<file path="src/design/jacc_pkg.sv">
// Shared types, constants and codes for the joystick axis calibrate and classify block.
// No dependencies; imported by every module of the block.
package jacc_pkg;

   localparam int SAMPLE_W        = 10;
   localparam int POS_W           = 11;
   localparam int DIR_W           = 2;
   localparam int DZ_W            = 9;
   localparam int DEFAULT_SAMPLES = 5;

   localparam int AXIS_MAX  = 1023;
   localparam int AXIS_MID  = 512;
   localparam int POS_LIMIT = 512;
   localparam int POS_SHIFT = $clog2(POS_LIMIT);

   localparam int DIV_W      = 20;
   localparam int DIV_STEP   = 2;
   localparam int DIV_CYCLES = DIV_W / DIV_STEP;
   localparam int DIV_CNT_W  = $clog2(DIV_CYCLES);

   localparam int REQ_DATA_W   = 24;
   localparam int RSP_FIELDS_W = 2 * POS_W + 2 * DIR_W + 2;
   localparam int RSP_DATA_W   = 32;

   localparam int CSR_ADDR_W = 2;
   localparam int CSR_DATA_W = 32;

   localparam logic [DZ_W-1:0]       DEAD_ZONE_RESET = DZ_W'(100);
   localparam logic [CSR_ADDR_W-1:0] REG_DEAD_ZONE   = CSR_ADDR_W'(0);

   typedef enum logic [DIR_W-1:0] {
      DIR_CENTRE = 2'd0,
      DIR_NEG    = 2'd1,
      DIR_POS    = 2'd2
   } dir_type;

   typedef enum logic [1:0] {
      OP_ACCUM     = 2'd0,
      OP_CALIBRATE = 2'd1,
      OP_MAP       = 2'd2
   } lane_op_type;

   typedef struct packed {
      logic        start;
      lane_op_type op;
      logic        calibrated;
   } lane_cmd_type;

   typedef struct packed {
      logic                    done;
      logic signed [POS_W-1:0] position;
      dir_type                 direction;
   } lane_rsp_type;

endpackage

</file>
<file path="src/design/jacc_div.sv">
// Iterative restoring divider, two quotient bits per cycle.
// Depends on jacc_pkg.
module jacc_div
   import jacc_pkg::*;
(
   input  logic                clock,
   input  logic                reset,
   input  logic                start,
   input  logic [DIV_W-1:0]    dividend,
   input  logic [SAMPLE_W-1:0] divisor,
   output logic                done,
   output logic [DIV_W-1:0]    quotient
);

   logic                 busy_ff, busy_in;
   logic                 done_ff, done_in;
   logic [DIV_CNT_W-1:0] cnt_ff, cnt_in;
   logic [SAMPLE_W-1:0]  rem_ff, rem_in;
   logic [SAMPLE_W-1:0]  dsr_ff, dsr_in;
   logic [DIV_W-1:0]     quo_ff, quo_in;

   always_comb begin
      logic [SAMPLE_W:0]   trial;
      logic [SAMPLE_W-1:0] r;
      logic [DIV_W-1:0]    q;
      r     = rem_ff;
      q     = quo_ff;
      trial = '0;
      for (int i = 0; i < DIV_STEP; i++) begin
         trial = {r, q[DIV_W-1]};
         q     = {q[DIV_W-2:0], 1'b0};
         if (trial >= {1'b0, dsr_ff}) begin
            trial = trial - {1'b0, dsr_ff};
            q[0]  = 1'b1;
         end
         r = trial[SAMPLE_W-1:0];
      end

      busy_in = busy_ff;
      done_in = 1'b0;
      cnt_in  = cnt_ff;
      rem_in  = rem_ff;
      dsr_in  = dsr_ff;
      quo_in  = quo_ff;
      if (start) begin
         busy_in = 1'b1;
         cnt_in  = '0;
         rem_in  = '0;
         dsr_in  = divisor;
         quo_in  = dividend;
      end else if (busy_ff) begin
         rem_in = r;
         quo_in = q;
         cnt_in = cnt_ff + DIV_CNT_W'(1);
         if (cnt_ff == DIV_CNT_W'(DIV_CYCLES - 1)) begin
            busy_in = 1'b0;
            done_in = 1'b1;
         end
      end
   end

   always_ff @(posedge clock) begin
      if (reset) begin
         busy_ff <= 1'b0;
         done_ff <= 1'b0;
         cnt_ff  <= '0;
      end else begin
         busy_ff <= busy_in;
         done_ff <= done_in;
         cnt_ff  <= cnt_in;
      end
      rem_ff <= rem_in;
      dsr_ff <= dsr_in;
      quo_ff <= quo_in;
   end

   assign done     = done_ff;
   assign quotient = quo_ff;

endmodule

</file>
<file path="src/design/jacc_lane.sv">
// One axis lane: calibration sum, centre, position mapping and dead-zone direction.
// Depends on jacc_pkg and jacc_div.
module jacc_lane
   import jacc_pkg::*;
#(
   parameter int SAMPLES = DEFAULT_SAMPLES
)
(
   input  logic                clock,
   input  logic                reset,
   input  lane_cmd_type        cmd,
   input  logic [SAMPLE_W-1:0] sample,
   input  logic [DZ_W-1:0]     dead_zone,
   output lane_rsp_type        rsp
);

   localparam int ACC_W = $clog2(SAMPLES * AXIS_MAX + 1);

   typedef enum logic [1:0] {
      L_IDLE = 2'b01,
      L_DIV  = 2'b10
   } lane_state_type;

   function automatic dir_type classify(input logic signed [POS_W-1:0] p,
                                        input logic [DZ_W-1:0] dz);
      logic signed [POS_W-1:0] dzs;
      dzs = $signed(POS_W'(dz));
      if (p < -dzs) return DIR_NEG;
      if (p > dzs) return DIR_POS;
      return DIR_CENTRE;
   endfunction

   lane_state_type          state_ff, state_in;
   lane_op_type             op_ff, op_in;
   logic                    lower_ff, lower_in;
   logic                    done_ff, done_in;
   logic [ACC_W-1:0]        accum_ff, accum_in;
   logic [SAMPLE_W-1:0]     centre_ff, centre_in;
   logic signed [POS_W-1:0] pos_ff, pos_in;
   dir_type                 dir_ff, dir_in;

   logic                    div_start;
   logic [DIV_W-1:0]        div_dividend;
   logic [SAMPLE_W-1:0]     div_divisor;
   logic                    div_done;
   logic [DIV_W-1:0]        div_q;

   logic [ACC_W-1:0]        sum;
   logic [SAMPLE_W-1:0]     diff;
   logic [SAMPLE_W-1:0]     span;
   logic [SAMPLE_W-1:0]     q_lim;
   logic signed [POS_W-1:0] pos_mag;
   logic signed [POS_W-1:0] pos_div;
   logic signed [POS_W-1:0] pos_raw;

   jacc_div u_div (
      .clock    (clock),
      .reset    (reset),
      .start    (div_start),
      .dividend (div_dividend),
      .divisor  (div_divisor),
      .done     (div_done),
      .quotient (div_q)
   );

   assign sum  = accum_ff + ACC_W'(sample);
   assign diff = sample - centre_ff;
   assign span = SAMPLE_W'(AXIS_MAX) - centre_ff;

   assign q_lim   = (div_q > DIV_W'(POS_LIMIT)) ? SAMPLE_W'(POS_LIMIT) : div_q[SAMPLE_W-1:0];
   assign pos_mag = $signed({1'b0, q_lim});
   assign pos_div = lower_ff ? pos_mag - $signed(POS_W'(POS_LIMIT)) : pos_mag;
   assign pos_raw = $signed({1'b0, sample}) - $signed(POS_W'(AXIS_MID));

   always_comb begin
      state_in     = state_ff;
      op_in        = op_ff;
      lower_in     = lower_ff;
      done_in      = 1'b0;
      accum_in     = accum_ff;
      centre_in    = centre_ff;
      pos_in       = pos_ff;
      dir_in       = dir_ff;
      div_start    = 1'b0;
      div_dividend = '0;
      div_divisor  = '0;
      unique case (state_ff)
         L_IDLE: begin
            if (cmd.start) begin
               op_in = cmd.op;
               unique case (cmd.op)
                  OP_ACCUM: begin
                     accum_in = sum;
                     pos_in   = '0;
                     dir_in   = DIR_CENTRE;
                     done_in  = 1'b1;
                  end
                  OP_CALIBRATE: begin
                     accum_in     = '0;
                     div_start    = 1'b1;
                     div_dividend = DIV_W'(sum);
                     div_divisor  = SAMPLE_W'(SAMPLES);
                     state_in     = L_DIV;
                  end
                  OP_MAP: begin
                     if (!cmd.calibrated) begin
                        pos_in  = pos_raw;
                        dir_in  = classify(pos_raw, dead_zone);
                        done_in = 1'b1;
                     end else if (sample > centre_ff) begin
                        div_start    = 1'b1;
                        div_dividend = DIV_W'({diff, {POS_SHIFT{1'b0}}});
                        div_divisor  = span;
                        lower_in     = 1'b0;
                        state_in     = L_DIV;
                     end else if (centre_ff == '0) begin
                        // empty lower range
                        pos_in  = '0;
                        dir_in  = classify('0, dead_zone);
                        done_in = 1'b1;
                     end else begin
                        div_start    = 1'b1;
                        div_dividend = DIV_W'({sample, {POS_SHIFT{1'b0}}});
                        div_divisor  = centre_ff;
                        lower_in     = 1'b1;
                        state_in     = L_DIV;
                     end
                  end
                  default: begin
                     done_in = 1'b1;
                  end
               endcase
            end
         end
         L_DIV: begin
            if (div_done) begin
               done_in  = 1'b1;
               state_in = L_IDLE;
               if (op_ff == OP_CALIBRATE) begin
                  centre_in = div_q[SAMPLE_W-1:0];
                  pos_in    = '0;
                  dir_in    = DIR_CENTRE;
               end else begin
                  pos_in = pos_div;
                  dir_in = classify(pos_div, dead_zone);
               end
            end
         end
         default: begin
            state_in = L_IDLE;
         end
      endcase
   end

   always_ff @(posedge clock) begin
      if (reset) begin
         state_ff  <= L_IDLE;
         done_ff   <= 1'b0;
         accum_ff  <= '0;
         centre_ff <= SAMPLE_W'(AXIS_MID);
      end else begin
         state_ff  <= state_in;
         done_ff   <= done_in;
         accum_ff  <= accum_in;
         centre_ff <= centre_in;
      end
      op_ff    <= op_in;
      lower_ff <= lower_in;
      pos_ff   <= pos_in;
      dir_ff   <= dir_in;
   end

   assign rsp = '{done: done_ff, position: pos_ff, direction: dir_ff};

endmodule

</file>
<file path="src/design/joystick_axis_calibrate_and_classify.sv">
// Joystick axis calibrate and classify: one transaction in, one transaction out. An item
// with tuser high is a calibration sample; after SAMPLES of them both axis centres are
// replaced by the truncated mean. Other items give a signed position in -512..512 per axis
// and a direction beyond the dead zone held in the CSR at byte address 0. One item is in
// work at a time. Calibration sums, uncalibrated readings and calibrated readings in the
// zero-width lower range are answered by the lanes without the divider; other calibrated
// readings and the sample that closes a calibration run pass through the two-bits-per-cycle
// divider in each axis lane (load, ten iterations, lane register, merge).
// The next item is accepted the cycle after its predecessor's result is registered.
// Depends on jacc_pkg, jacc_lane and jacc_div.
module joystick_axis_calibrate_and_classify
   import jacc_pkg::*;
#(
   parameter int SAMPLES = DEFAULT_SAMPLES
)
(
   input  logic                  clock,
   input  logic                  reset,

   input  logic                  req_tvalid,
   output logic                  req_tready,
   input  logic [REQ_DATA_W-1:0] req_tdata,   // x_sample[9:0], y_sample[19:10], zero pad
   input  logic                  req_tuser,   // func

   output logic                  rsp_tvalid,
   input  logic                  rsp_tready,
   output logic [RSP_DATA_W-1:0] rsp_tdata,   // x_position[10:0], y_position[21:11],
                                              // x_heading[23:22], y_heading[25:24],
                                              // calibration_done[26], is_calibrated[27]

   input  logic                  csr_psel,
   input  logic                  csr_penable,
   input  logic                  csr_pwrite,
   input  logic [CSR_ADDR_W-1:0] csr_paddr,
   input  logic [CSR_DATA_W-1:0] csr_pwdata,
   output logic [CSR_DATA_W-1:0] csr_prdata,
   output logic                  csr_pready
);

   localparam int CNT_W        = $clog2(SAMPLES + 1);
   localparam int CAL_DONE_BIT = 2 * POS_W + 2 * DIR_W;
   localparam int IS_CAL_BIT   = CAL_DONE_BIT + 1;

   typedef enum logic [1:0] {
      S_IDLE = 2'b01,
      S_BUSY = 2'b10
   } state_type;

   state_type             state_ff, state_in;
   logic [CNT_W-1:0]      count_ff, count_in;
   logic                  cal_flag_ff, cal_flag_in;
   logic                  cal_done_ff, cal_done_in;
   logic [1:0]            seen_ff, seen_in;
   logic [DZ_W-1:0]       dz_ff, dz_in;
   logic                  rsp_valid_ff, rsp_valid_in;
   logic [RSP_DATA_W-1:0] rsp_data_ff, rsp_data_in;

   logic                  req_accept;
   logic                  csr_write;
   logic [CNT_W-1:0]      count_next;
   logic                  finish;
   logic [1:0]            seen_now;
   logic                  out_free;
   logic                  load;
   lane_cmd_type          lane_cmd;
   lane_rsp_type          x_rsp, y_rsp;

   assign req_tready = (state_ff == S_IDLE);
   assign req_accept = req_tvalid && req_tready;

   assign count_next = count_ff + CNT_W'(1);
   assign finish     = req_tuser && (count_next >= CNT_W'(SAMPLES));

   always_comb begin
      lane_cmd.start      = req_accept;
      lane_cmd.calibrated = cal_flag_ff;
      if (!req_tuser) begin
         lane_cmd.op = OP_MAP;
      end else if (finish) begin
         lane_cmd.op = OP_CALIBRATE;
      end else begin
         lane_cmd.op = OP_ACCUM;
      end
   end

   jacc_lane #(.SAMPLES(SAMPLES)) u_lane_x (
      .clock     (clock),
      .reset     (reset),
      .cmd       (lane_cmd),
      .sample    (req_tdata[SAMPLE_W-1:0]),
      .dead_zone (dz_ff),
      .rsp       (x_rsp)
   );

   jacc_lane #(.SAMPLES(SAMPLES)) u_lane_y (
      .clock     (clock),
      .reset     (reset),
      .cmd       (lane_cmd),
      .sample    (req_tdata[2*SAMPLE_W-1:SAMPLE_W]),
      .dead_zone (dz_ff),
      .rsp       (y_rsp)
   );

   // merge: wait for both lanes and a free output, then register the result
   assign seen_now = seen_ff | {y_rsp.done, x_rsp.done};
   assign out_free = !rsp_valid_ff || rsp_tready;
   assign load     = (state_ff == S_BUSY) && (&seen_now) && out_free;

   always_comb begin
      state_in     = state_ff;
      count_in     = count_ff;
      cal_flag_in  = cal_flag_ff;
      cal_done_in  = cal_done_ff;
      seen_in      = seen_ff;
      rsp_valid_in = rsp_valid_ff && !rsp_tready;
      rsp_data_in  = rsp_data_ff;
      unique case (state_ff)
         S_IDLE: begin
            if (req_accept) begin
               state_in    = S_BUSY;
               seen_in     = '0;
               cal_done_in = finish;
               if (req_tuser) begin
                  count_in    = finish ? '0 : count_next;
                  cal_flag_in = cal_flag_ff || finish;
               end
            end
         end
         S_BUSY: begin
            seen_in = seen_now;
            if (load) begin
               state_in     = S_IDLE;
               seen_in      = '0;
               rsp_valid_in = 1'b1;
               rsp_data_in  = {{(RSP_DATA_W - RSP_FIELDS_W){1'b0}}, cal_flag_ff, cal_done_ff,
                               y_rsp.direction, x_rsp.direction,
                               y_rsp.position, x_rsp.position};
            end
         end
         default: begin
            state_in = S_IDLE;
         end
      endcase
   end

   assign csr_pready = 1'b1;
   assign csr_write  = csr_psel && csr_penable && csr_pwrite && csr_pready;
   assign dz_in      = (csr_write && csr_paddr == REG_DEAD_ZONE) ? csr_pwdata[DZ_W-1:0] : dz_ff;
   assign csr_prdata = (csr_paddr == REG_DEAD_ZONE) ? CSR_DATA_W'(dz_ff) : '0;

   always_ff @(posedge clock) begin
      if (reset) begin
         state_ff     <= S_IDLE;
         count_ff     <= '0;
         cal_flag_ff  <= 1'b0;
         cal_done_ff  <= 1'b0;
         seen_ff      <= '0;
         dz_ff        <= DEAD_ZONE_RESET;
         rsp_valid_ff <= 1'b0;
      end else begin
         state_ff     <= state_in;
         count_ff     <= count_in;
         cal_flag_ff  <= cal_flag_in;
         cal_done_ff  <= cal_done_in;
         seen_ff      <= seen_in;
         dz_ff        <= dz_in;
         rsp_valid_ff <= rsp_valid_in;
      end
      rsp_data_ff <= rsp_data_in;
   end

   assign rsp_tvalid = rsp_valid_ff;
   assign rsp_tdata  = rsp_data_ff;

   a_rsp_hold: assert property (@(posedge clock) disable iff (reset)
      rsp_tvalid && !rsp_tready |=> rsp_tvalid && $stable(rsp_tdata))
      else $error("result changed while stalled");

   a_count_range: assert property (@(posedge clock) disable iff (reset)
      count_ff < CNT_W'(SAMPLES))
      else $error("calibration count out of range");

   a_done_implies_cal: assert property (@(posedge clock) disable iff (reset)
      rsp_valid_ff && rsp_data_ff[CAL_DONE_BIT] |-> rsp_data_ff[IS_CAL_BIT])
      else $error("calibration done without calibrated flag");

   a_accept_to_busy: assert property (@(posedge clock) disable iff (reset)
      req_accept |=> state_ff == S_BUSY)
      else $error("transaction accepted but no work started");

endmodule
</file>
<file path="config.mk">
export PLATFORM = sky130hd
export DESIGN_NAME = joystick_axis_calibrate_and_classify
export DESIGN_NICKNAME = d
export VERILOG_FILES = /design/src/design/jacc_pkg.sv /design/src/design/jacc_div.sv /design/src/design/jacc_lane.sv /design/src/design/joystick_axis_calibrate_and_classify.sv
export SDC_FILE = /design/constraint.sdc
export NUM_CORES = 1
export LEC_CHECK = 0
export BUFFER_PORTS_ARGS = -buffer_cell sky130_fd_sc_hd__buf_4
export CAP_MARGIN = 10
export CORE_ASPECT_RATIO = 0.5
export CORE_MARGIN = 3
export CORE_UTILIZATION = 61
export DETAILED_ROUTE_END_ITERATION = 8
export PLACE_DENSITY = 0.81
export SLEW_MARGIN = 15
export SYNTH_ARGS = -nofsm -noshare
export SYNTH_HDL_FRONTEND = slang
export SYNTH_SLANG_ARGS = --single-unit
</file>
<file path="constraint.sdc">
create_clock -name clock -period 5.8 [get_ports clock]
set_input_delay 0.87 -clock clock [delete_from_list [all_inputs] [get_ports clock]]
set_output_delay 0.87 -clock clock [all_outputs]
set_load 0.01 [all_outputs]
</file>
---- After elaboration in Yosys (flattened, before gate mapping) ----
Index checks and enable logic that the tools add are counted.
cells by class
  $add $sub $neg .......................... 18
  multiply operators ...................... 0
  divide/modulo/power cells ............... 0
  order comparisons ....................... 18
  equal/unequal tests ..................... 32
  shift operators ......................... 0
  multiplexer cells ....................... 204
  bitwise logic cells ..................... 3
  reductions and logical operators ........ 44
operator list
  kind                                                   number
  2-to-1 mux 20 bit                                      12
  2-to-1 mux 11 bit                                      14
  2-to-1 mux 10 bit                                      12
  2-to-1 mux 2 bit                                       46
  2-to-1 mux 1 bit                                       90
  one-hot mux 11 bit (2 select lines)                    4
  one-hot mux 20 bit (2 select lines)                    2
  subtractor 10 bit                                      6
  one-hot mux 13 bit (2 select lines)                    2
  >= comparator 11 x 10 -> 1 bit                         4
  > comparator 11 x 10 -> 1 bit                          4
  less-than comparator 11 bit                            4
  subtractor 10 x 10 -> 11 bit (second input constant)   4
  > comparator 20 x 10 -> 1 bit (second input constant)  2
  one-hot mux 10 bit (2 select lines)                    2
  one-hot mux 2 bit (2 select lines)                     10
  2-to-1 mux 19 bit                                      2
  adder 13 x 10 -> 13 bit                                2
  > comparator 10 bit                                    2
  zero test 10 bit                                       2
  AND reduction 5 bit                                    4
  subtractor 10 bit (first input constant)               2
  != test 3 bit (second input constant)                  6
  != test 4 x 3 -> 1 bit (second input constant)         4
  other kinds (26)                                       77
storage, ports and cells
  flip-flop bits (word level) ............. 223
  bits in latches ......................... 0
  bits in writable memories ............... 0
  bits in read-only memories .............. 0
  bits of input ports ..................... 66
  output and inout bits ................... 67
  logic and storage cells ................. 355
  memories ................................ 0

---- Logic depth before layout (Yosys ltp) ----
Gate-level depths: netlist of the first run.
  depth in word-level cells ............... 20
  gate-level depth with buffers ........... 19
  gate-level depth less buffers ........... 18

---- By module ----
Synthesis of the first run repeated with hierarchy kept, for this count alone.
second synthesis, totals
  cell total of the unflattened synthesis .. 1781
  area total of the unflattened synthesis .. 16529.6 um^2
modules (own cells, without submodules)
  module                                instances  cells each  area each (um^2)  seq. area each (um^2)
  jacc_lane at u_lane_x                 1          540         4377.9            1001.0
  jacc_lane at u_lane_y                 1          532         4359.2            1001.0
  jacc_div at u_lane_x.u_div            1          279         2932.8            1221.2
  jacc_div at u_lane_y.u_div            1          263         2851.5            1221.2
  joystick_axis_calibrate_and_classify  1          167         2008.2            1221.2

---- Least setup slack after synthesis of the first run ----
No wires, ideal clock.
  path type ............................... input-to-reg
  start ................................... in req_tdata[0]
  end ..................................... reg u_lane_x.dir_ff[0] (enable)
  setup time .............................. 0.404 ns
  data arrival time ....................... 3.828 ns
  required time ........................... 5.396 ns
  slack ................................... 1.568 ns
  cell stages on the path ................. 12
  buffers on the path ..................... 1
  cell sequence ........................... inv_1 > ha_1 > inv_1 > fa_1 > nand3_1 > a21oi_1 > o311a_1 > or2_1 > buf_6 > o21ai_0 > nand3_1 > a211oi_1
between the ends
  cells in the longest elaborated chain, start to end .. 3
ends and longest elaborated chain
  item                                  RTL line                                    RTL
  from (decl)                           joystick_axis_calibrate_and_classify.sv:22  input logic [REQ_DATA_W-1:0] req_tdata,
  > comparator 10 bit                   jacc_lane.sv:110                            end else if (sample > centre_ff) begin
  != test 4 bit (no source line)        --
  AND reduction 6 bit (no source line)  --
  to (signal assigned)                  jacc_lane.sv:170                            dir_ff <= dir_in;
  to (decl)                             jacc_lane.sv:40                             dir_type dir_ff, dir_in;
No other way between the ends.
A chain may end at the register's enable or synchronous reset.

---- Final worst setup path of the first run ----
  start ................................... reg u_lane_y.u_div.dsr_ff[1]
  end ..................................... reg u_lane_y.u_div.rem_ff[1]
between the ends
  cells in the longest elaborated chain, start to end .. 4
  elaborated cells on any way between the ends .. 6
  classes of those cells .................. add/sub (2); order compare (2); mux (2)
ends and longest elaborated chain
  item                                                                 RTL line                        RTL
  from (decl)                                                          jacc_div.sv:19                  logic [SAMPLE_W-1:0] dsr_ff, dsr_in;
  from (signal assigned)                                               jacc_div.sv:73                  dsr_ff <= dsr_in;
  >= comparator 11 x 10 -> 1 bit or subtractor 10 bit (tied branches)  jacc_div.sv:32, jacc_div.sv:33
  2-to-1 mux 10 bit                                                    jacc_div.sv:32                  if (trial >= {1'b0, dsr_ff}) begin
  subtractor 10 bit or >= comparator 11 x 10 -> 1 bit (tied branches)  jacc_div.sv:33, jacc_div.sv:32
  2-to-1 mux 10 bit (*)                                                jacc_div.sv:32
  to (signal assigned)                                                 jacc_div.sv:72                  rem_ff <= rem_in;
  to (decl)                                                            jacc_div.sv:18                  logic [SAMPLE_W-1:0] rem_ff, rem_in;
Mark *: on every way between the ends. The rest lies on a longest branch, timed or not.

==> flow_metrics.tcl, run 1 <==
set metrics [dict create \
    required_ns 6.25 \
    worst_slew_pin_slew_ns 1.02 \
    port_buffers 77 \
    internal_power_mw 3.00 \
    grt-ovfl-total 0 \
    rows 40 \
    netlist_area_um2 15400 \
    crit_path_start_kind "flop" \
    hold_path.class "reg2reg" \
    rsz0062_at_grt "false" \
    synth_seq_cells 223 \
    wire_per_inst_um 20.0 \
    die_area_um2 27200 \
    die_h_um 118 \
    min_from "u_lane_x.pos_ff[10]$_DFFE_PP_" \
    synth_area_per_cell_um2 9.08 \
    post-cts-setup-buffers 0 \
    cts_hold_buf 0 \
    hpwl_um 30800 \
    drive_gt1_share_pct 9.53 \
    hold_violations 0 \
    critical_path_class "reg2reg" \
    final_util_pct 69.2 \
    cts.path.max_buffers 3 \
    maxUsedRoutingLayer "met4" \
    setup-tns-final_ns 0 \
    final_nets 1989 \
    met3_length_um 3870 \
    max_slew_margin_pct 31.5 \
    outcome "finished clean" \
    ys.flop_type "edfxtp_1" \
    routed_wl_um 42000 \
    syn2layout_area_growth_pct 9.70 \
    diodes 0 \
    fin_crit_sh_pct 83.4 \
    synthCells 1693 \
    p_per_area_nw_per_um2 252 \
    htreeDepth 1 \
    fin_crit_ns 4.84 \
    netSwitchingFraction_pct 29.2 \
    first_iter_violations 1249 \
    clock-sinks 223 \
    seq_power_share_pct 41.8 \
    die_width_um 230 \
    cts_root_buffer "clkbuf_16" \
    start_util_pct 63.0 \
    grt_pass1_vias 13100 \
    drv_cap 0 \
    leakage_nw 7.04 \
    ys_seq_area_share_pct 36.9 \
    combPwrFrac_pct 21.9 \
    place_area_um2 16100 \
    cts_buffers 22 \
    dr_total_vias 13300 \
    synth-warning-count 0 \
    path_max_fanout 10 \
    place.gp.congestion 0.961 \
    max_freq_ghz 0.207 \
    total_power_mw 4.24 \
    core-area_um2 24400 \
    critPathArrivalTime_ns 5.29 \
    synth_edf_count 120 \
    cts.repair.resized 0 \
    antenna_left 0 \
    grt_max_degree 83 \
    final_cell_area_um2 16900 \
    grt_pass1_wl_um 66700 \
    antenna_found_initial 0 \
    via_per_inst 6.34 \
    synthArstFlopShare_pct 0 \
    met2_length_um 18900 \
    ir_drop_mv 0.207 \
    clock_latency_ns 0.53 \
    final_common_cell "ha_1" \
    cts_tree "yes" \
    drc 0 \
    clkPwrFrac_pct 36.3 \
    setup_violations 0 \
    clock_skew_ns 0.0195 \
    wl_met1_um 17300 \
    p_switching_mw 1.24 \
    drtPass1Iterations 7 \
    startpoint "u_lane_y.u_div.dsr_ff[1]$_SDFFCE_PN0P_" \
    yosysUniqueCellTypes 76 \
    ioPinCount 133 \
    end_kind "flop" \
    slew_viol_final 0 \
    layout_common_cells "ha_1, nand2_1, nor2_1" \
    reg2reg_from "u_lane_y.u_div.dsr_ff[1]$_SDFFCE_PN0P_" \
    clk_pin_slew_ns 0.07 \
    gr-usage-all-layers_pct 30.1 \
]
worst max-delay path, cell delays in order, from the launching register on:
cell      delay (ns)
edfxtp_1        0.42
inv_1           0.16
ha_1            0.27
nor2b_1         0.15
o31a_1          0.28
a31o_2          0.27
nor4b_1         0.33
a21oi_2         0.19
mux2_2          0.36
inv_1           0.07
ha_1            0.22
nor2b_1         0.15
o31a_1          0.28
o21ai_0         0.40
nand2_1         0.10
a41oi_1         0.22
o21ai_1         0.20
buf_4           0.25
mux2_2          0.28
a21oi_1         0.14
logic make-up (layout without fill, tap and decap cells):
family,after synthesis,after routing,synth area share (%)
and+or+nand+nor,555,555,17.2
AOI/OAI and AO/OA,429,429,18.1
DFF,223,223,36.9
buffers and inverters,182,225,5.38
adders and majority gates,177,177,14.8
xor gates and xnor gates,86,86,4.90
muxes,39,39,2.69
other,2,28,0.0489
power groups by stage:
stage	clock, mW	sequential [mW]	combinational (mW)
global route	1.62	1.78	1.02
floorplan	0	1.79	0.703
CTS	1.55	1.77	0.911
detailed placement	0	1.81	0.903
global placement	0	1.80	0.870
finish	1.54	1.77	0.930
sequential cells by signal, summed over array words and instances, names as in the netlist, 11 cells and up:
signal                   count
u_lane_y.u_div.quotient     20
u_lane_x.pos_ff             11
u_lane_y.accum_ff           13
u_lane_x.accum_ff           13
u_lane_y.pos_ff             11
rsp_tdata                   28
u_lane_x.u_div.quotient     20
cell usage after synthesis (10+ instances only):
| cell | n | share of area [%] |
|---|---|---|
| inv_1 | 92 | 2.2 |
| dfxtp_1 | 103 | 13 |
| a211oi_1 | 20 | 0.98 |
| a21o_1 | 18 | 0.88 |
| or3_1 | 14 | 0.57 |
| o21ai_0 | 96 | 3.1 |
| xor2_1 | 25 | 1.4 |
| mux2i_1 | 21 | 1.4 |
| edfxtp_1 | 120 | 23 |
| clkbuf_1 | 44 | 1.1 |
| buf_4 | 30 | 1.5 |
| a22oi_1 | 17 | 0.83 |
| a31oi_1 | 11 | 0.45 |
| and2_1 | 29 | 1.2 |
| nand3_1 | 46 | 1.5 |
| nand2_1 | 155 | 3.8 |
| o21a_1 | 31 | 1.5 |
| nor3_1 | 54 | 1.8 |
| and3_1 | 10 | 0.41 |
| nand2b_1 | 13 | 0.53 |
| nor2b_1 | 30 | 1.2 |
| nor4_1 | 17 | 0.69 |
| nor2_1 | 139 | 3.4 |
| a21oi_1 | 125 | 4.1 |
| xnor2_1 | 61 | 3.5 |
| a22o_1 | 23 | 1.3 |
| mux2_2 | 17 | 1.2 |
| nand4_1 | 23 | 0.94 |
| ha_1 | 169 | 14 |
through the flow:
stage	setup slack, ns	hold slack, ns	std cells
after floorplan	1.57	0.400	1719
after global placement	1.16	0.403	2058
after detailed placement	1.08	0.405	2058
after CTS	1.04	0.422	2098
after global routing	0.707	0.425	2098
final	0.962	0.421	2098
path summary, 6_finish.rpt:
path                                      endpoint  slack, ns  cells after the start
min reg2reg                rsp_tdata[10]$_DFFE_PP_       0.42                      0
min                        rsp_tdata[10]$_DFFE_PP_       0.42                      0
max          u_lane_y.u_div.rem_ff[1]$_SDFFE_PP0P_       0.96                     19
max reg2reg  u_lane_y.u_div.rem_ff[1]$_SDFFE_PP0P_       0.96                     19
layout make-up:
cell class,instances,area (µm²)
clock buffers,29,608
multi-input cells,1314,8980
well taps,336,420
clock inverters,11,150
flip-flops and latches,223,5670
inverters,96,360
repair buffers,89,668
fillers,1921,7520
per-layer routing:
metal	vias to the layer above	global-route usage (%)
li1	6205	-
met1	6275	39.3
met2	678	48.8
met3	142	6.24
met4	0	12.8
met5	-	0
Power figures use the tool's default switching activity.
==> run 2, diff against run 1 <==
--- a/config.mk
+++ b/config.mk
@@ -5,13 +5,14 @@
 export SDC_FILE = /design/constraint.sdc
 export NUM_CORES = 1
 export LEC_CHECK = 0
+export ABC_AREA = 1
 export BUFFER_PORTS_ARGS = -buffer_cell sky130_fd_sc_hd__buf_4
 export CAP_MARGIN = 10
 export CORE_ASPECT_RATIO = 0.5
 export CORE_MARGIN = 3
-export CORE_UTILIZATION = 61
+export CORE_UTILIZATION = 56
 export DETAILED_ROUTE_END_ITERATION = 8
-export PLACE_DENSITY = 0.81
+export PLACE_DENSITY = 0.78
 export SLEW_MARGIN = 15
 export SYNTH_ARGS = -nofsm -noshare
 export SYNTH_HDL_FRONTEND = slang
==> constraint.sdc (replaced) <==
create_clock -name clock -period 4.4 [get_ports clock]
set_input_delay 0.66 -clock clock [delete_from_list [all_inputs] [get_ports clock]]
set_output_delay 0.66 -clock clock [all_outputs]
set_load 0.01 [all_outputs]
==> flow_metrics.tcl, run 2 <==
set metrics [dict create \
    yosysMostFrequentCell "nand2_1" \
    reg2reg_from "u_lane_x.u_div.dsr_ff[9]$_SDFFCE_PN0P_" \
    slew_viol_final 0 \
    port_buffers 77 \
    start_util_pct 57.7 \
    final_nets 2443 \
    dr_total_vias 14900 \
    grt-ovfl-total 0 \
    yosysUniqueCellTypes 60 \
    place.gp.congestion 0.996 \
    fin_crit_sh_pct 86.4 \
    crit_path_start_kind "flop" \
    synth_top_cell_by_area "edfxtp_1" \
    ir_drop_mv 0.624 \
    wire_per_inst_um 17.1 \
    hold_violations 0 \
    setup-tns-final_ns 0 \
    final_common_cell "nand2_1" \
    required_ns 4.88 \
    synth_area_per_cell_um2 7.61 \
    core-area_um2 28100 \
    drv_cap 0 \
    first_iter_violations 1335 \
    die_width_um 247 \
    hpwl_um 33600 \
    p_per_area_nw_per_um2 476 \
    worst_slew_pin_slew_ns 0.828 \
    synth_common_cells "nand2_1, inv_1, ha_1" \
    grt_max_degree 40 \
    cts.repair.resized 0 \
    cts_buffers 22 \
    via_per_inst 5.73 \
    synthArstFlopShare_pct 0 \
    antenna_left 0 \
    clock_skew_ns 0.0201 \
    largest_reg_flops 28 \
    r2r-end "u_lane_x.u_div.rem_ff[6]$_SDFFE_PP0P_" \
    antenna_found_initial 0 \
    place_area_um2 17000 \
    htreeDepth 1 \
    max_freq_ghz 0.263 \
    hold_depth 3 \
    drc 0 \
    critical_path.cell_chain "inv_1, ha_1, inv_1, nor2_1, nand2_1, nand2_1, a21oi_4, nand3_2, nand2_1, nand2_1, inv_1, ha_1, a21oi_1, o21ai_0, nand2_1, nand3_1, nand2_1, nand4_2, buf_4, nand2_1, nand3_1, nand2_1" \
    critical_path_class "reg2reg" \
    outcome "finished clean" \
    drtPass1Iterations 7 \
    cts_tree "yes" \
    layout_common_cells "nand2_1, inv_1, ha_1" \
    fin_crit_ns 3.80 \
    crit_path_top_delay_cell "edfxtp_1" \
    rsz0062_at_grt "false" \
    critPathArrivalTime_ns 4.28 \
    ioPinCount 133 \
    gr-usage-all-layers_pct 28.2 \
    synth_edf_count 120 \
    min_from "csr_pwdata[5]" \
    leakage_nw 8.35 \
    synth_seq_cells 223 \
    routed_wl_um 44300 \
    critPathMaxStageDelay_ns 0.35 \
    rows 43 \
    reg2reg_depth 22 \
    r2r_slack_ns 0.60 \
    path_max_fanout 11 \
    yosys.area.top_type_share_pct 22.2 \
    cts.path.max_buffers 3 \
    synth-warning-count 0 \
    clock-sinks 223 \
    path_common_cell "nand2_1" \
    cts_hold_buf 0 \
    ys_seq_area_share_pct 35.0 \
    syn2layout_area_growth_pct 9.43 \
    final_cell_area_um2 17700 \
    synthCells 2129 \
    hold_path.class "in2reg" \
    post-cts-setup-buffers 0 \
    grt_pass1_vias 13600 \
    diodes 0 \
    drive_gt1_share_pct 8.48 \
    clock_latency_ns 0.53 \
    cts_root_buffer "clkbuf_16" \
    die_h_um 126 \
    end_kind "flop" \
    die_area_um2 31100 \
    hold_end "dz_ff[5]$_SDFFE_PP1P_" \
    clk_pin_slew_ns 0.07 \
    netlist_area_um2 16200 \
    netlist_top_cells_area "edfxtp_1, ha_1, dfxtp_1, nand2_1, inv_1" \
    grt_pass1_wl_um 70600 \
    setup_violations 0 \
    ys.flop_type "edfxtp_1" \
    max_slew_margin_pct 44.8 \
]
[run 2: kinds of logic (layout without fill, tap and decap cells)]
logic type	after synthesis	count (layout)	synth area share (%)
compound gates	367	367	12.7
simple gates	952	952	25.8
xor+xnor	62	62	3.35
fa+ha+maj	177	177	14.0
other cells	2	28	0.0464
buf+inv	346	407	9.10
flops	223	223	35.0
[run 2: area by class of cell]
cell class / count / area [µm²]
inverter: 277 / 1040
tap: 382 / 478
multi-input combinational: 1586 / 9170
clock buffer: 25 / 583
clock inverter: 15 / 119
fill: 2469 / 10400
timing repair buffer: 90 / 676
sequential: 223 / 5670
[run 2: critical path: cells and delay by family, from the launching register on]
family / cells / cell delay (ns)
compound gates: 3 / 0.64
flops: 1 / 0.35
buf+inv: 4 / 0.59
simple gates: 13 / 1.62
fa+ha+maj: 2 / 0.54
[run 2: how the worst max path moves through the flow]
stage | slack (ns) | end | cells after the start | startpoint
detailed placement | 0.66 | u_lane_y.u_div.quotient[0]$_DFFE_PP_ | 22 | u_lane_y.u_div.dsr_ff[2]$_SDFFCE_PN0P_
global placement | 0.73 | u_lane_x.u_div.rem_ff[0]$_SDFFE_PP0P_ | 20 | u_lane_x.u_div.dsr_ff[8]$_SDFFCE_PN0P_
global route | 0.19 | u_lane_x.u_div.rem_ff[6]$_SDFFE_PP0P_ | 20 | u_lane_x.u_div.dsr_ff[7]$_SDFFCE_PN0P_
finish | 0.60 | u_lane_x.u_div.rem_ff[6]$_SDFFE_PP0P_ | 22 | u_lane_x.u_div.dsr_ff[9]$_SDFFCE_PN0P_
CTS | 0.65 | u_lane_y.u_div.quotient[0]$_DFFE_PP_ | 22 | u_lane_y.u_div.dsr_ff[2]$_SDFFCE_PN0P_
floorplan | 0.99 | u_lane_y.dir_ff[0]$_DFFE_PP_ | 11 | req_tdata[10]
[run 2: report_power, final]
group / internal (mW) / leakage [nW] / switching (mW)
Sequential: 2.46 / 1.95 / 0.116
Clock: 0.987 / 0.341 / 0.911
Combinational: 1.46 / 6.06 / 2.51
[run 2: per-stage QoR]
stage / total power, mW / setup slack (ns) / hold slack (ns) / cells / utilization, %
final: 8.44 / 0.599 / 0.355 / 2598 / 63.1
after global routing: 9.07 / 0.186 / 0.354 / 2598 / 63.1
after CTS: 8.38 / 0.653 / 0.344 / 2598 / 63.1
after detailed placement: 6.50 / 0.664 / 0.405 / 2558 / 60.6
after global placement: 6.43 / 0.728 / 0.403 / 2558 / 60.6
after floorplan: 5.70 / 0.992 / 0.400 / 2155 / -
[run 2: layer usage]
layer,global-route usage [%],wire length [µm]
met5,0,0
met4,7.62,1280
met3,4.60,3810
met2,45.7,19800
met1,39.2,19400
